### src/rtl/core/cmap_pkg.sv
// cmap_pkg: shared types, constants and byte helpers for the max-age parser
// no dependencies; used by cmap_token and cache_control_max_age_parser
package cmap_pkg;

  localparam int unsigned ValW    = 63;
  localparam int unsigned ByteW   = 8;
  localparam int unsigned KeyIdxW = 3;

  localparam logic [ByteW-1:0] ChComma = 8'h2C;
  localparam logic [ByteW-1:0] ChMinus = 8'h2D;
  localparam logic [ByteW-1:0] ChZero  = 8'h30;
  localparam logic [ByteW-1:0] ChNine  = 8'h39;

  typedef enum logic [2:0] {
    PH_LEAD,
    PH_PREFIX,
    PH_VALUE,
    PH_TRAIL,
    PH_DEAD
  } phase_e;

  // per-token parse state
  typedef struct packed {
    phase_e              phase;
    logic [KeyIdxW-1:0]  key_idx;
    logic [ValW-1:0]     acc;
    logic                minus_seen;
    logic                digits_seen;
  } tok_t;

  // one input item as it travels to the parse stage
  typedef struct packed {
    logic [ByteW-1:0] header_byte;
    logic             byte_valid;
    logic             end_of_header;
  } item_t;

  localparam tok_t TokClear = '{
    phase:       PH_LEAD,
    key_idx:     '0,
    acc:         '0,
    minus_seen:  1'b0,
    digits_seen: 1'b0
  };

  function automatic logic is_blank(logic [ByteW-1:0] c);
    return (c == 8'h20) || ((c >= 8'h09) && (c <= 8'h0D));
  endfunction

  function automatic logic [ByteW-1:0] fold_lower(logic [ByteW-1:0] c);
    return ((c >= 8'h41) && (c <= 8'h5A)) ? (c + 8'h20) : c;
  endfunction

  // "max-age=" one character per prefix position
  function automatic logic [ByteW-1:0] key_char(logic [KeyIdxW-1:0] idx);
    logic [ByteW-1:0] ch;
    case (idx)
      3'd0:    ch = 8'h6D;
      3'd1:    ch = 8'h61;
      3'd2:    ch = 8'h78;
      3'd3:    ch = 8'h2D;
      3'd4:    ch = 8'h61;
      3'd5:    ch = 8'h67;
      3'd6:    ch = 8'h65;
      3'd7:    ch = 8'h3D;
      default: ch = 8'h3D;
    endcase
    return ch;
  endfunction

endpackage

### src/rtl/core/cmap_in_if.sv
// cmap_in_if: valid/ready channel carrying one header byte per transfer
// depends on nothing
interface cmap_in_if;
  logic       valid;
  logic       ready;
  logic [7:0] header_byte;
  logic       byte_valid;
  logic       end_of_header;

  modport source (output valid, header_byte, byte_valid, end_of_header, input ready);
  modport sink   (input valid, header_byte, byte_valid, end_of_header, output ready);
endinterface

### src/rtl/core/cmap_out_if.sv
// cmap_out_if: valid/ready channel carrying one parsed max-age result
// depends on nothing
interface cmap_out_if;
  logic        valid;
  logic        ready;
  logic [62:0] max_age_seconds;

  modport source (output valid, max_age_seconds, input ready);
  modport sink   (input valid, max_age_seconds, output ready);
endinterface

### src/rtl/core/cmap_token.sv
// cmap_token: token state machine; consumes one item per enabled cycle
// depends on cmap_pkg
module cmap_token (
  input  logic                        clk_i,
  input  logic                        rst_ni,
  input  logic                        en_i,
  input  cmap_pkg::item_t             item_i,
  output logic                        res_valid_o,
  output logic [cmap_pkg::ValW-1:0]   res_value_o
);

  cmap_pkg::tok_t                tok_q, tok_d, tok_b;
  logic                          found_q, found_d, found_b;
  logic [cmap_pkg::ValW-1:0]     ans_q, ans_d, ans_b;

  logic [cmap_pkg::ByteW-1:0]    c;
  logic                          is_digit;
  logic [3:0]                    digit;
  logic [cmap_pkg::ValW+3:0]     acc_next;
  logic                          ovf;
  logic                          key_hit;
  logic                          close_ok;

  assign c        = item_i.header_byte;
  assign is_digit = (c >= cmap_pkg::ChZero) && (c <= cmap_pkg::ChNine);
  assign digit    = c[3:0];
  // acc*10 + digit, checked against 2^63-1
  assign acc_next = {1'b0, tok_q.acc, 3'b000} + {3'b000, tok_q.acc, 1'b0}
                  + {{cmap_pkg::ValW{1'b0}}, digit};
  assign ovf      = |acc_next[cmap_pkg::ValW+3:cmap_pkg::ValW];
  assign key_hit  = (cmap_pkg::fold_lower(c) == cmap_pkg::key_char(tok_q.key_idx));

  // effect of the byte itself
  always_comb begin
    tok_b   = tok_q;
    found_b = found_q;
    ans_b   = ans_q;
    if (item_i.byte_valid && !found_q) begin
      if (c == cmap_pkg::ChComma) begin
        if (tok_q.digits_seen &&
            (tok_q.phase == cmap_pkg::PH_VALUE || tok_q.phase == cmap_pkg::PH_TRAIL)) begin
          found_b = 1'b1;
          ans_b   = tok_q.acc;
        end
        tok_b = cmap_pkg::TokClear;
      end else begin
        case (tok_q.phase)
          cmap_pkg::PH_LEAD, cmap_pkg::PH_PREFIX: begin
            if (tok_q.phase == cmap_pkg::PH_LEAD && cmap_pkg::is_blank(c)) begin
              tok_b.phase = cmap_pkg::PH_LEAD;
            end else if (key_hit) begin
              tok_b.key_idx = tok_q.key_idx + 3'd1;
              tok_b.phase   = (&tok_q.key_idx) ? cmap_pkg::PH_VALUE : cmap_pkg::PH_PREFIX;
            end else begin
              tok_b.phase = cmap_pkg::PH_DEAD;
            end
          end
          cmap_pkg::PH_VALUE: begin
            if (is_digit) begin
              if ((tok_q.minus_seen && digit != 4'd0) || ovf) begin
                tok_b.phase = cmap_pkg::PH_DEAD;
              end else begin
                tok_b.acc         = acc_next[cmap_pkg::ValW-1:0];
                tok_b.digits_seen = 1'b1;
              end
            end else if (c == cmap_pkg::ChMinus && !tok_q.minus_seen && !tok_q.digits_seen) begin
              tok_b.minus_seen = 1'b1;
            end else if (cmap_pkg::is_blank(c) && tok_q.digits_seen) begin
              tok_b.phase = cmap_pkg::PH_TRAIL;
            end else begin
              tok_b.phase = cmap_pkg::PH_DEAD;
            end
          end
          cmap_pkg::PH_TRAIL: begin
            if (!cmap_pkg::is_blank(c)) begin
              tok_b.phase = cmap_pkg::PH_DEAD;
            end
          end
          default: tok_b.phase = cmap_pkg::PH_DEAD;
        endcase
      end
    end
  end

  // last token judged at the end of the header
  assign close_ok = tok_b.digits_seen &&
                    (tok_b.phase == cmap_pkg::PH_VALUE || tok_b.phase == cmap_pkg::PH_TRAIL);

  // next state
  always_comb begin
    tok_d   = tok_q;
    found_d = found_q;
    ans_d   = ans_q;
    if (en_i) begin
      if (item_i.end_of_header) begin
        tok_d   = cmap_pkg::TokClear;
        found_d = 1'b0;
        ans_d   = '0;
      end else begin
        tok_d   = tok_b;
        found_d = found_b;
        ans_d   = ans_b;
      end
    end
  end

  // outputs
  always_comb begin
    res_valid_o = en_i && item_i.end_of_header;
    if (found_b) begin
      res_value_o = ans_b;
    end else if (close_ok) begin
      res_value_o = tok_b.acc;
    end else begin
      res_value_o = '0;
    end
  end

  always_ff @(posedge clk_i or negedge rst_ni) begin
    if (!rst_ni) begin
      tok_q   <= cmap_pkg::TokClear;
      found_q <= 1'b0;
      ans_q   <= '0;
    end else begin
      tok_q   <= tok_d;
      found_q <= found_d;
      ans_q   <= ans_d;
    end
  end

endmodule

### src/rtl/core/cache_control_max_age_parser.sv
// Streaming max-age parser for a Cache-Control header value. One byte is taken per transfer on
// hdr_i; the item with end_of_header set yields one result on res_o, the first well-formed
// non-negative "max-age=<digits>" token's value or 0. Each item is held in the input register
// and is parsed on its way into the result register, which drives res_o. A new item is taken every
// cycle; only an end item waits on a full result register, and it holds the input until that
// result is transferred.
// depends on cmap_pkg, cmap_in_if, cmap_out_if, cmap_token
module cache_control_max_age_parser (
  input  logic         clk_i,
  input  logic         rst_ni,
  cmap_in_if.sink      hdr_i,
  cmap_out_if.source   res_o
);

  cmap_pkg::item_t               item_q;
  logic                          item_vld_q;
  logic                          advance;
  logic                          res_vld_q;
  logic [cmap_pkg::ValW-1:0]     res_val_q;
  logic                          tok_res_vld;
  logic [cmap_pkg::ValW-1:0]     tok_res_val;

  // an end item needs a free result slot; other items never wait
  assign advance     = item_vld_q &&
                       (!item_q.end_of_header || !res_vld_q || res_o.ready);
  assign hdr_i.ready = !item_vld_q || advance;

  always_ff @(posedge clk_i or negedge rst_ni) begin
    if (!rst_ni) begin
      item_vld_q <= 1'b0;
    end else if (hdr_i.ready) begin
      item_vld_q <= hdr_i.valid;
    end
  end

  always_ff @(posedge clk_i) begin
    if (hdr_i.valid && hdr_i.ready) begin
      item_q.header_byte   <= hdr_i.header_byte;
      item_q.byte_valid    <= hdr_i.byte_valid;
      item_q.end_of_header <= hdr_i.end_of_header;
    end
  end

  cmap_token u_token (
    .clk_i       (clk_i),
    .rst_ni      (rst_ni),
    .en_i        (advance),
    .item_i      (item_q),
    .res_valid_o (tok_res_vld),
    .res_value_o (tok_res_val)
  );

  always_ff @(posedge clk_i or negedge rst_ni) begin
    if (!rst_ni) begin
      res_vld_q <= 1'b0;
    end else if (tok_res_vld) begin
      res_vld_q <= 1'b1;
    end else if (res_o.ready) begin
      res_vld_q <= 1'b0;
    end
  end

  always_ff @(posedge clk_i) begin
    if (tok_res_vld) begin
      res_val_q <= tok_res_val;
    end
  end

  assign res_o.valid           = res_vld_q;
  assign res_o.max_age_seconds = res_val_q;

endmodule

### src/flat_wrapper.sv
// flat-port wrapper written by rule: the top's interface ports become plain ports
module cache_control_max_age_parser_flat 
  (clk_i, rst_ni, hdr_i_valid, hdr_i_header_byte, hdr_i_byte_valid, hdr_i_end_of_header, hdr_i_ready, res_o_valid, res_o_max_age_seconds, res_o_ready);
  cmap_in_if hdr_i_i ();
  cmap_out_if res_o_i ();
  input  logic clk_i;
  input  logic rst_ni;
  input wire logic [$bits(hdr_i_i.valid)-1:0] hdr_i_valid;
  input wire logic [$bits(hdr_i_i.header_byte)-1:0] hdr_i_header_byte;
  input wire logic [$bits(hdr_i_i.byte_valid)-1:0] hdr_i_byte_valid;
  input wire logic [$bits(hdr_i_i.end_of_header)-1:0] hdr_i_end_of_header;
  output wire logic [$bits(hdr_i_i.ready)-1:0] hdr_i_ready;
  output wire logic [$bits(res_o_i.valid)-1:0] res_o_valid;
  output wire logic [$bits(res_o_i.max_age_seconds)-1:0] res_o_max_age_seconds;
  input wire logic [$bits(res_o_i.ready)-1:0] res_o_ready;
  assign hdr_i_i.valid = hdr_i_valid;
  assign hdr_i_i.header_byte = hdr_i_header_byte;
  assign hdr_i_i.byte_valid = hdr_i_byte_valid;
  assign hdr_i_i.end_of_header = hdr_i_end_of_header;
  assign hdr_i_ready = hdr_i_i.ready;
  assign res_o_valid = res_o_i.valid;
  assign res_o_max_age_seconds = res_o_i.max_age_seconds;
  assign res_o_i.ready = res_o_ready;
  cache_control_max_age_parser u_core (.clk_i(clk_i), .rst_ni(rst_ni), .hdr_i(hdr_i_i), .res_o(res_o_i));
endmodule
### config.mk
export PLATFORM = sky130hd
export DESIGN_NAME = cache_control_max_age_parser_flat
export DESIGN_NICKNAME = d
export VERILOG_FILES = /design/src/rtl/core/cmap_pkg.sv /design/src/rtl/core/cmap_in_if.sv /design/src/rtl/core/cmap_out_if.sv /design/src/rtl/core/cmap_token.sv /design/src/rtl/core/cache_control_max_age_parser.sv /design/src/flat_wrapper.sv
export SDC_FILE = /design/constraint.sdc
export NUM_CORES = 1
export LEC_CHECK = 0
export ABC_AREA = 0
export BUFFER_PORTS_ARGS = -buffer_cell sky130_fd_sc_hd__buf_2
export CORE_MARGIN = 3
export CORE_UTILIZATION = 40
export DETAILED_ROUTE_END_ITERATION = 8
export PLACE_DENSITY = 0.65
export RECOVER_POWER = 100
export SLEW_MARGIN = 10
export SYNTH_ARGS = -nofsm -noshare
export SYNTH_HDL_FRONTEND = slang
export SYNTH_SLANG_ARGS = --single-unit
### constraint.sdc
create_clock -name clk_i -period 6.3 [get_ports clk_i]
set_input_delay 0 -clock clk_i [delete_from_list [all_inputs] [get_ports clk_i]]
set_output_delay 0 -clock clk_i [all_outputs]
set_load 0.02 [all_outputs]
Yosys cells after proc, flatten, opt, wreduce, memory -nomap -nowiden. Memory sizes are Yosys's and may differ from the RTL's. Cells that the tools add are included.

Flip-flop bits (word level): 210. Latch bits: 0. Bits in writable memories: 0. ROM bits: 48. Input port bits: 14. Logic and storage cells: 110. Memories kept: 1.

Add/subtract/negate cells: 4. Multipliers: 0. Div/mod/pow operators: 0. $lt $le $gt $ge: 6. Equality and inequality tests: 11. Shifts and indexed selects: 0. Muxes and demuxes: 35. Bitwise operators: 0. Reduce and logical (&&, ||, !) cells: 40.

Memory list: (no name shown) (depth 8, bits a word 6, read ports 1, clocked after memory_dff 0, wr ports 0, line cmap_pkg.sv:57) `case (idx)`.

Operators by type and width (count): 63-bit 2-to-1 mux (8); 71-bit 2-to-1 mux (3); 66-bit by 64-bit adder with 67-bit output (1); 67-bit by 4-bit adder with 67-bit output (1); 65-bit 2-to-1 mux (1); 3-bit 2-to-1 mux (10); 8-bit by 6-bit == test with 1-bit output, second input constant (3); 1-bit logical AND (14); 3-bit by 2-bit == test with 1-bit output, second input constant (4); 3-bit nonzero test (4); 1-bit 2-to-1 mux (10); 5-bit AND reduction (2); 3-bit one-hot mux with 3 select lines (1); 8-bit by 6-bit adder with 8-bit output, second input constant (1); 8-bit == test (1); 8-bit by 4-bit greater-or-equal comparator with 1-bit output, second input constant (1); 8-bit by 6-bit greater-or-equal comparator with 1-bit output, second input constant (1); 8-bit by 7-bit greater-or-equal comparator with 1-bit output, second input constant (1); 8-bit by 4-bit less-or-equal comparator with 1-bit output, second input constant (1); 8-bit by 6-bit less-or-equal comparator with 1-bit output, second input constant (1); 8-bit by 7-bit less-or-equal comparator with 1-bit output, second input constant (1); 8-bit 2-to-1 mux (1); 1-bit logical OR (7); 1-bit logical NOT (6); 11 further kinds (12).

Depth between registers and ports, before layout.
Depth after elaboration: 15. Mapped depth: 18. Gate-level depth less buffers: 15.

Hierarchy. From an unflattened synthesis, not the netlist that was laid out.

Cells, all modules: 1521. Area, all modules: 14894.3 um^2.

Modules (own cells, without submodules): cmap_token (instances 1, cells an instance 1440, area each 12595.8 um^2); cache_control_max_age_parser (instances 1, cells an instance 81, area each 2298.5 um^2).

Least setup slack after synthesis. Ideal clock, no wire load.

Kind: register to register. Start point: register u_core.u_token.tok_q[2] (netlist name). End point: register u_core.res_val_q, in the netlist u_core.res_o.max_age_seconds[10] (data pin). Arrival: 4.354 ns. Data required time: 6.141 ns. Setup slack: 1.787 ns. Cell stages (with the launch flop): 18. Path buffers: 2. Period minus slack after synthesis: 4.513 ns. Cells stage by stage: dfrtp_1 -> inv_1 -> fa_1 -> inv_1 -> ha_1 -> a21oi_1 -> o211ai_1 -> nand3_1 -> a211oi_2 -> a211oi_1 -> or4_1 -> o211a_1 -> or4_4 -> and2_0 -> a2111o_1 -> buf_6 -> buf_6 -> o22ai_2.

Word-level cells in the longest chain between the ends: 14. Elaborated cells on any way between the ends: 20.

Ends and longest elaborated chain: from (decl) (line cmap_token.sv:12) `cmap_pkg::tok_t tok_q, tok_d, tok_b;`; from (signal assigned) (line cmap_token.sv:121) `tok_q <= cmap_pkg::TokClear;`; from (signal assigned) (line cmap_token.sv:125) `tok_q <= tok_d;`; 66-bit by 64-bit adder with 67-bit output (*) (line cmap_token.sv:28) `assign acc_next = {1'b0, tok_q.acc, 3'b000} + {3'b000, tok_q.acc, 1'b0}`; 67-bit by 4-bit adder with 67-bit output (*) (line cmap_token.sv:29) `+ {{cmap_pkg::ValW{1'b0}}, digit};`; 4-bit OR reduction (line cmap_token.sv:30) `assign ovf = |acc_next[cmap_pkg::ValW+3:cmap_pkg::ValW];`; 1-bit logical OR (line cmap_token.sv:60) `if ((tok_q.minus_seen && digit != 4'd0) || ovf) begin`; 3-bit 2-to-1 mux (line cmap_token.sv:60); 3-bit 2-to-1 mux (line cmap_token.sv:59) `if (is_digit) begin`; 3-bit one-hot mux with 3 select lines (line cmap_token.sv:47) `case (tok_q.phase)`; 71-bit 2-to-1 mux (*) (line cmap_token.sv:39) `if (c == cmap_pkg::ChComma) begin`; 71-bit 2-to-1 mux (*) (line cmap_token.sv:38) `if (item_i.byte_valid && !found_q) begin`; 3-bit by 2-bit == test with 1-bit output (line cmap_token.sv:87) `(tok_b.phase == cmap_pkg::PH_VALUE || tok_b.phase == cmap_pkg::PH_TRAIL);`; 1-bit logical OR (line cmap_token.sv:87); 1-bit logical AND (line cmap_token.sv:86) `assign close_ok = tok_b.digits_seen &&`; 63-bit 2-to-1 mux (*) (line cmap_token.sv:112) `end else if (close_ok) begin`; 63-bit 2-to-1 mux (*) (line cmap_token.sv:110) `if (found_b) begin`; via u_core.tok_res_val (one bit) (line cache_control_max_age_parser.sv:21) `logic [cmap_pkg::ValW-1:0] tok_res_val;`; to (signal assigned) (line cache_control_max_age_parser.sv:65) `res_val_q <= tok_res_val;`; to (decl) (line cache_control_max_age_parser.sv:19) `logic [cmap_pkg::ValW-1:0] res_val_q;`.

Mark *: on every way through the listed nets, which the timed path passes. The rest lies on a longest branch. The select of a mux whose other input is x is not followed. A chain may end at the register's enable or synchronous reset.

Worst setup path after layout.
Start point: register u_core.u_token.tok_q[2] (netlist name). End point: register u_core.res_val_q, in the netlist u_core.res_o.max_age_seconds[28] (data pin).

The elaborated chain is that of the path after synthesis.

==> flow_summary.json <==
{
  "tns_ns": 0,
  "synth_cell_types": 70,
  "die_w_um": 200,
  "ys_top_cells_by_area": "dfrtp_1 (23%), edfxtp_1 (15%), ha_1 (11%), a22oi_1 (6.4%), mux2i_1 (4.4%)",
  "grt_pass1_wl_um": 65000,
  "slew-limit-headroom_pct": -158,
  "synth_seq_area_share_pct": 37.5,
  "cts.root.buffer_cell": "clkbuf_16",
  "diodes": 0,
  "fmaxAchievable_mhz": 173,
  "grt_start_max_net_pins": 73,
  "drive_gt1_share_pct": 5.44,
  "antenna_found_initial": 0,
  "cp.required_ns": 6.63,
  "min_path_type": "input port to register",
  "cts_max_level": 1,
  "drt_iter0_markers": 910,
  "drtPass1Iterations": 6,
  "gp_congestion": 0.925,
  "power_frac_comb_pct": 8.2,
  "crit_type": "register to register",
  "yosysWarnings": 0,
  "ant_nets": 0,
  "syn_area_per_cell_sq_um": 9.63,
  "fin_crit_ns": 5.79,
  "fin_worst_skew_ns": 0.0293,
  "num_rows": 70,
  "crit_fanout": 27,
  "core_area_sq_um": 36800,
  "hpwl_um": 27400,
  "synth_top_area_cell": "dfrtp_1",
  "grt_pass1_vias": 12282,
  "rsz0062_at_grt": "no",
  "switching_power_w": 0.000842,
  "p_leak_nw": 7.07,
  "dpl_cell_area_sq_um": 15700,
  "worstSetupStartpoint": "u_core.u_token.tok_q[2]$_DFFE_PN0P_",
  "internal-power_w": 0.00255,
  "post_drt_wl_per_cell_um": 19.2,
  "pin_count": 79,
  "drv_slew": 396,
  "wl_um": 39700,
  "hold_path_startpoint": "hdr_i_header_byte[0]",
  "path_clk_slew_ns": 0.06,
  "tightest_slew_ns": 3.86,
  "initial_utilization_pct": 40.7,
  "synth_edf_count": 73,
  "pwr_density_cell_nw_per_um2": 208,
  "io_buffers": 78,
  "worst_setup_path_start_kind": "register",
  "cts_inserted_buffers": 25,
  "r2r-start": "u_core.u_token.tok_q[2]$_DFFE_PN0P_",
  "synth-seq-cells": 210,
  "drc": 0,
  "synth_nets": 1707,
  "status": "finished, violations left",
  "p_clk_share_pct": 47.7,
  "hold_viol": 0,
  "final_common_cell": "nand2_1",
  "async_flop_share_pct": 65.2,
  "setup_ws_ns": 0.507,
  "grt_usage_pct": 19.8,
  "cap_violations": 7,
  "fin_nets": 1732,
  "syn_to_final_growth_pct": 8.95,
  "layout_common_cells": "nand2_1 (170), dfrtp_1 (137), ha_1 (135)",
  "p_total_w": 0.00339,
  "vias_per_cell": 6.09,
  "synth_area_sq_um": 15000,
  "fin_area_sq_um": 16300,
  "peakVddDrop_v": 0.000151,
  "dieArea_sq_um": 39800,
  "dieHeight_um": 200,
  "postSynthCellCount": 1556,
  "fill_cells": 3570,
  "place_ws_ns": 0.660,
  "ys.flop_type": "dfrtp_1",
  "clkSinkCount": 210,
  "period_share_pct": 91.9,
  "vias": 12591,
  "setup_viol_count_final": 0,
  "holdWs_ns": 0.158,
  "swShare_pct": 24.8,
  "cp-end-kind": "register",
  "cts_max_path_buffers": 3,
  "p_seq_share_pct": 44.1,
  "cts_tree": "built",
  "netlist.area_leader.share_pct": 22.9,
  "clk_latency_ns": 0.55,
  "violations": "capacitance limit, slew limit",
  "postCtsSetupBuffers": 0,
  "cp.arrival_ns": 6.13,
  "grt-ovfl-total": 0
}
==> cell type report <==
type	instances	area [sq um]	area share, %
repair buffers	108	539	3.30
clock inverters	15	256	1.57
multi-input cells	1207	8560	52.5
clock buffers	30	644	3.95
well taps	468	586	3.59
flip-flops and latches	210	5620	34.4
inverters	29	109	0.667
==> critical path, cell delays in order, from the launching register on <==
cell and delay (ns):
dfrtp_1 0.41, inv_1 0.10, fa_1 0.60, inv_1 0.06
ha_1 0.29, a21oi_1 0.18, o211ai_1 0.24, nand3_1 0.24
a211oi_1 0.11, a211oi_1 0.67, o21bai_1 0.25, o211a_1 0.28
or4_1 0.66, and2_0 0.21, a2111o_2 0.69, buf_4 0.33
o22ai_1 0.22
==> path summary, 6_finish.rpt <==
check	slack (ns)	cells past startpoint	end
min	0.16	2	u_core.item_q[2]$_DFFE_PP_
max in group asynchronous	1.59	3	u_core.u_token.ans_q[12]$_DFFE_PN0P_
min reg2reg	0.50	2	u_core.u_token.ans_q[59]$_DFFE_PN0P_
max reg2reg	0.51	16	u_core.res_o.max_age_seconds[28]$_DFFE_PP_
max	0.51	16	u_core.res_o.max_age_seconds[28]$_DFFE_PP_
min in group asynchronous	1.37	2	u_core.u_token.tok_q[70]$_DFFE_PN0P_
==> power groups by stage <==
stage	clock [W]	sequential, W	combinational [W]
2_1_floorplan	0	0.00152	0.000165
3_3_place_gp	0	0.00152	0.000276
3_5_place_dp	0	0.00152	0.000278
4_1_cts	0.00166	0.00149	0.000286
5_1_grt	0.00171	0.00150	0.000309
6_report	0.00162	0.00149	0.000277
==> kinds of logic after synthesis <==
logic type                 share of synthesized area, %
and+or+nand+nor                                    11.0
buffers and inverters                              3.86
DFF                                                37.5
xor gates and xnor gates                           3.57
AOI/OAI and AO/OA                                  28.0
adders and majority gates                          11.5
muxes                                              4.49
==> synthesized netlist by cell type, drive strengths merged, types with 3 or more instances <==
master   count
o21bai      17
a211oi      15
o22ai       65
a221oi       3
o21a         7
a2111oi      3
clkbuf      93
a22o        42
nor2b        9
and2         8
nand4       25
dfrtp      137
a21o        24
nand3b       4
o31ai        4
or4          6
o211ai       6
nand3       21
buf         17
nor2        61
nand2      171
nor4         6
a22oi      128
xor2        29
o31a         4
and4         4
o2bb2ai     18
xnor2       32
or3          8
inv         29
ha         135
nor3        18
nand2b       9
or2          3
edfxtp      73
o21ai      126
a21oi       93
mux2i       66
a31oi        4
==> sequential cells by signal, summed over array words and instances (netlist names) <==
register,flops
u_core.u_token.found_q,1
u_core.item_vld_q,1
u_core.u_token.ans_q,63
u_core.item_q,10
u_core.res_o.max_age_seconds,63
u_core.u_token.tok_q,71
u_core.res_o.valid,1
==> per-layer routing <==
| metal | up-vias | part of all wire, % | track usage, % |
|---|---|---|---|
| li1 | 6000 | - | - |
| met1 | 6206 | 48 | 28.1 |
| met2 | 328 | 45 | 32.0 |
| met3 | 57 | 5.3 | 2.87 |
| met4 | 0 | 1.9 | 5.12 |
| met5 | - | 0 | 0 |
==> what timing repair did <==
action	CTS	global route
gates resized for setup	0	0
hold buffers	13	0
hold endpoints to repair	77	0
==> metrics by stage <==
| stage | utilization (%) | std cells |
|---|---|---|
| finish | 44.4 | 2067 |
| global route | 44.4 | 2067 |
| CTS | 45.4 | 2067 |
| detailed placement | 42.6 | 2009 |
| global placement | 42.6 | 2009 |
| floorplan | - | 1556 |
Power figures use the tool's default switching activity.
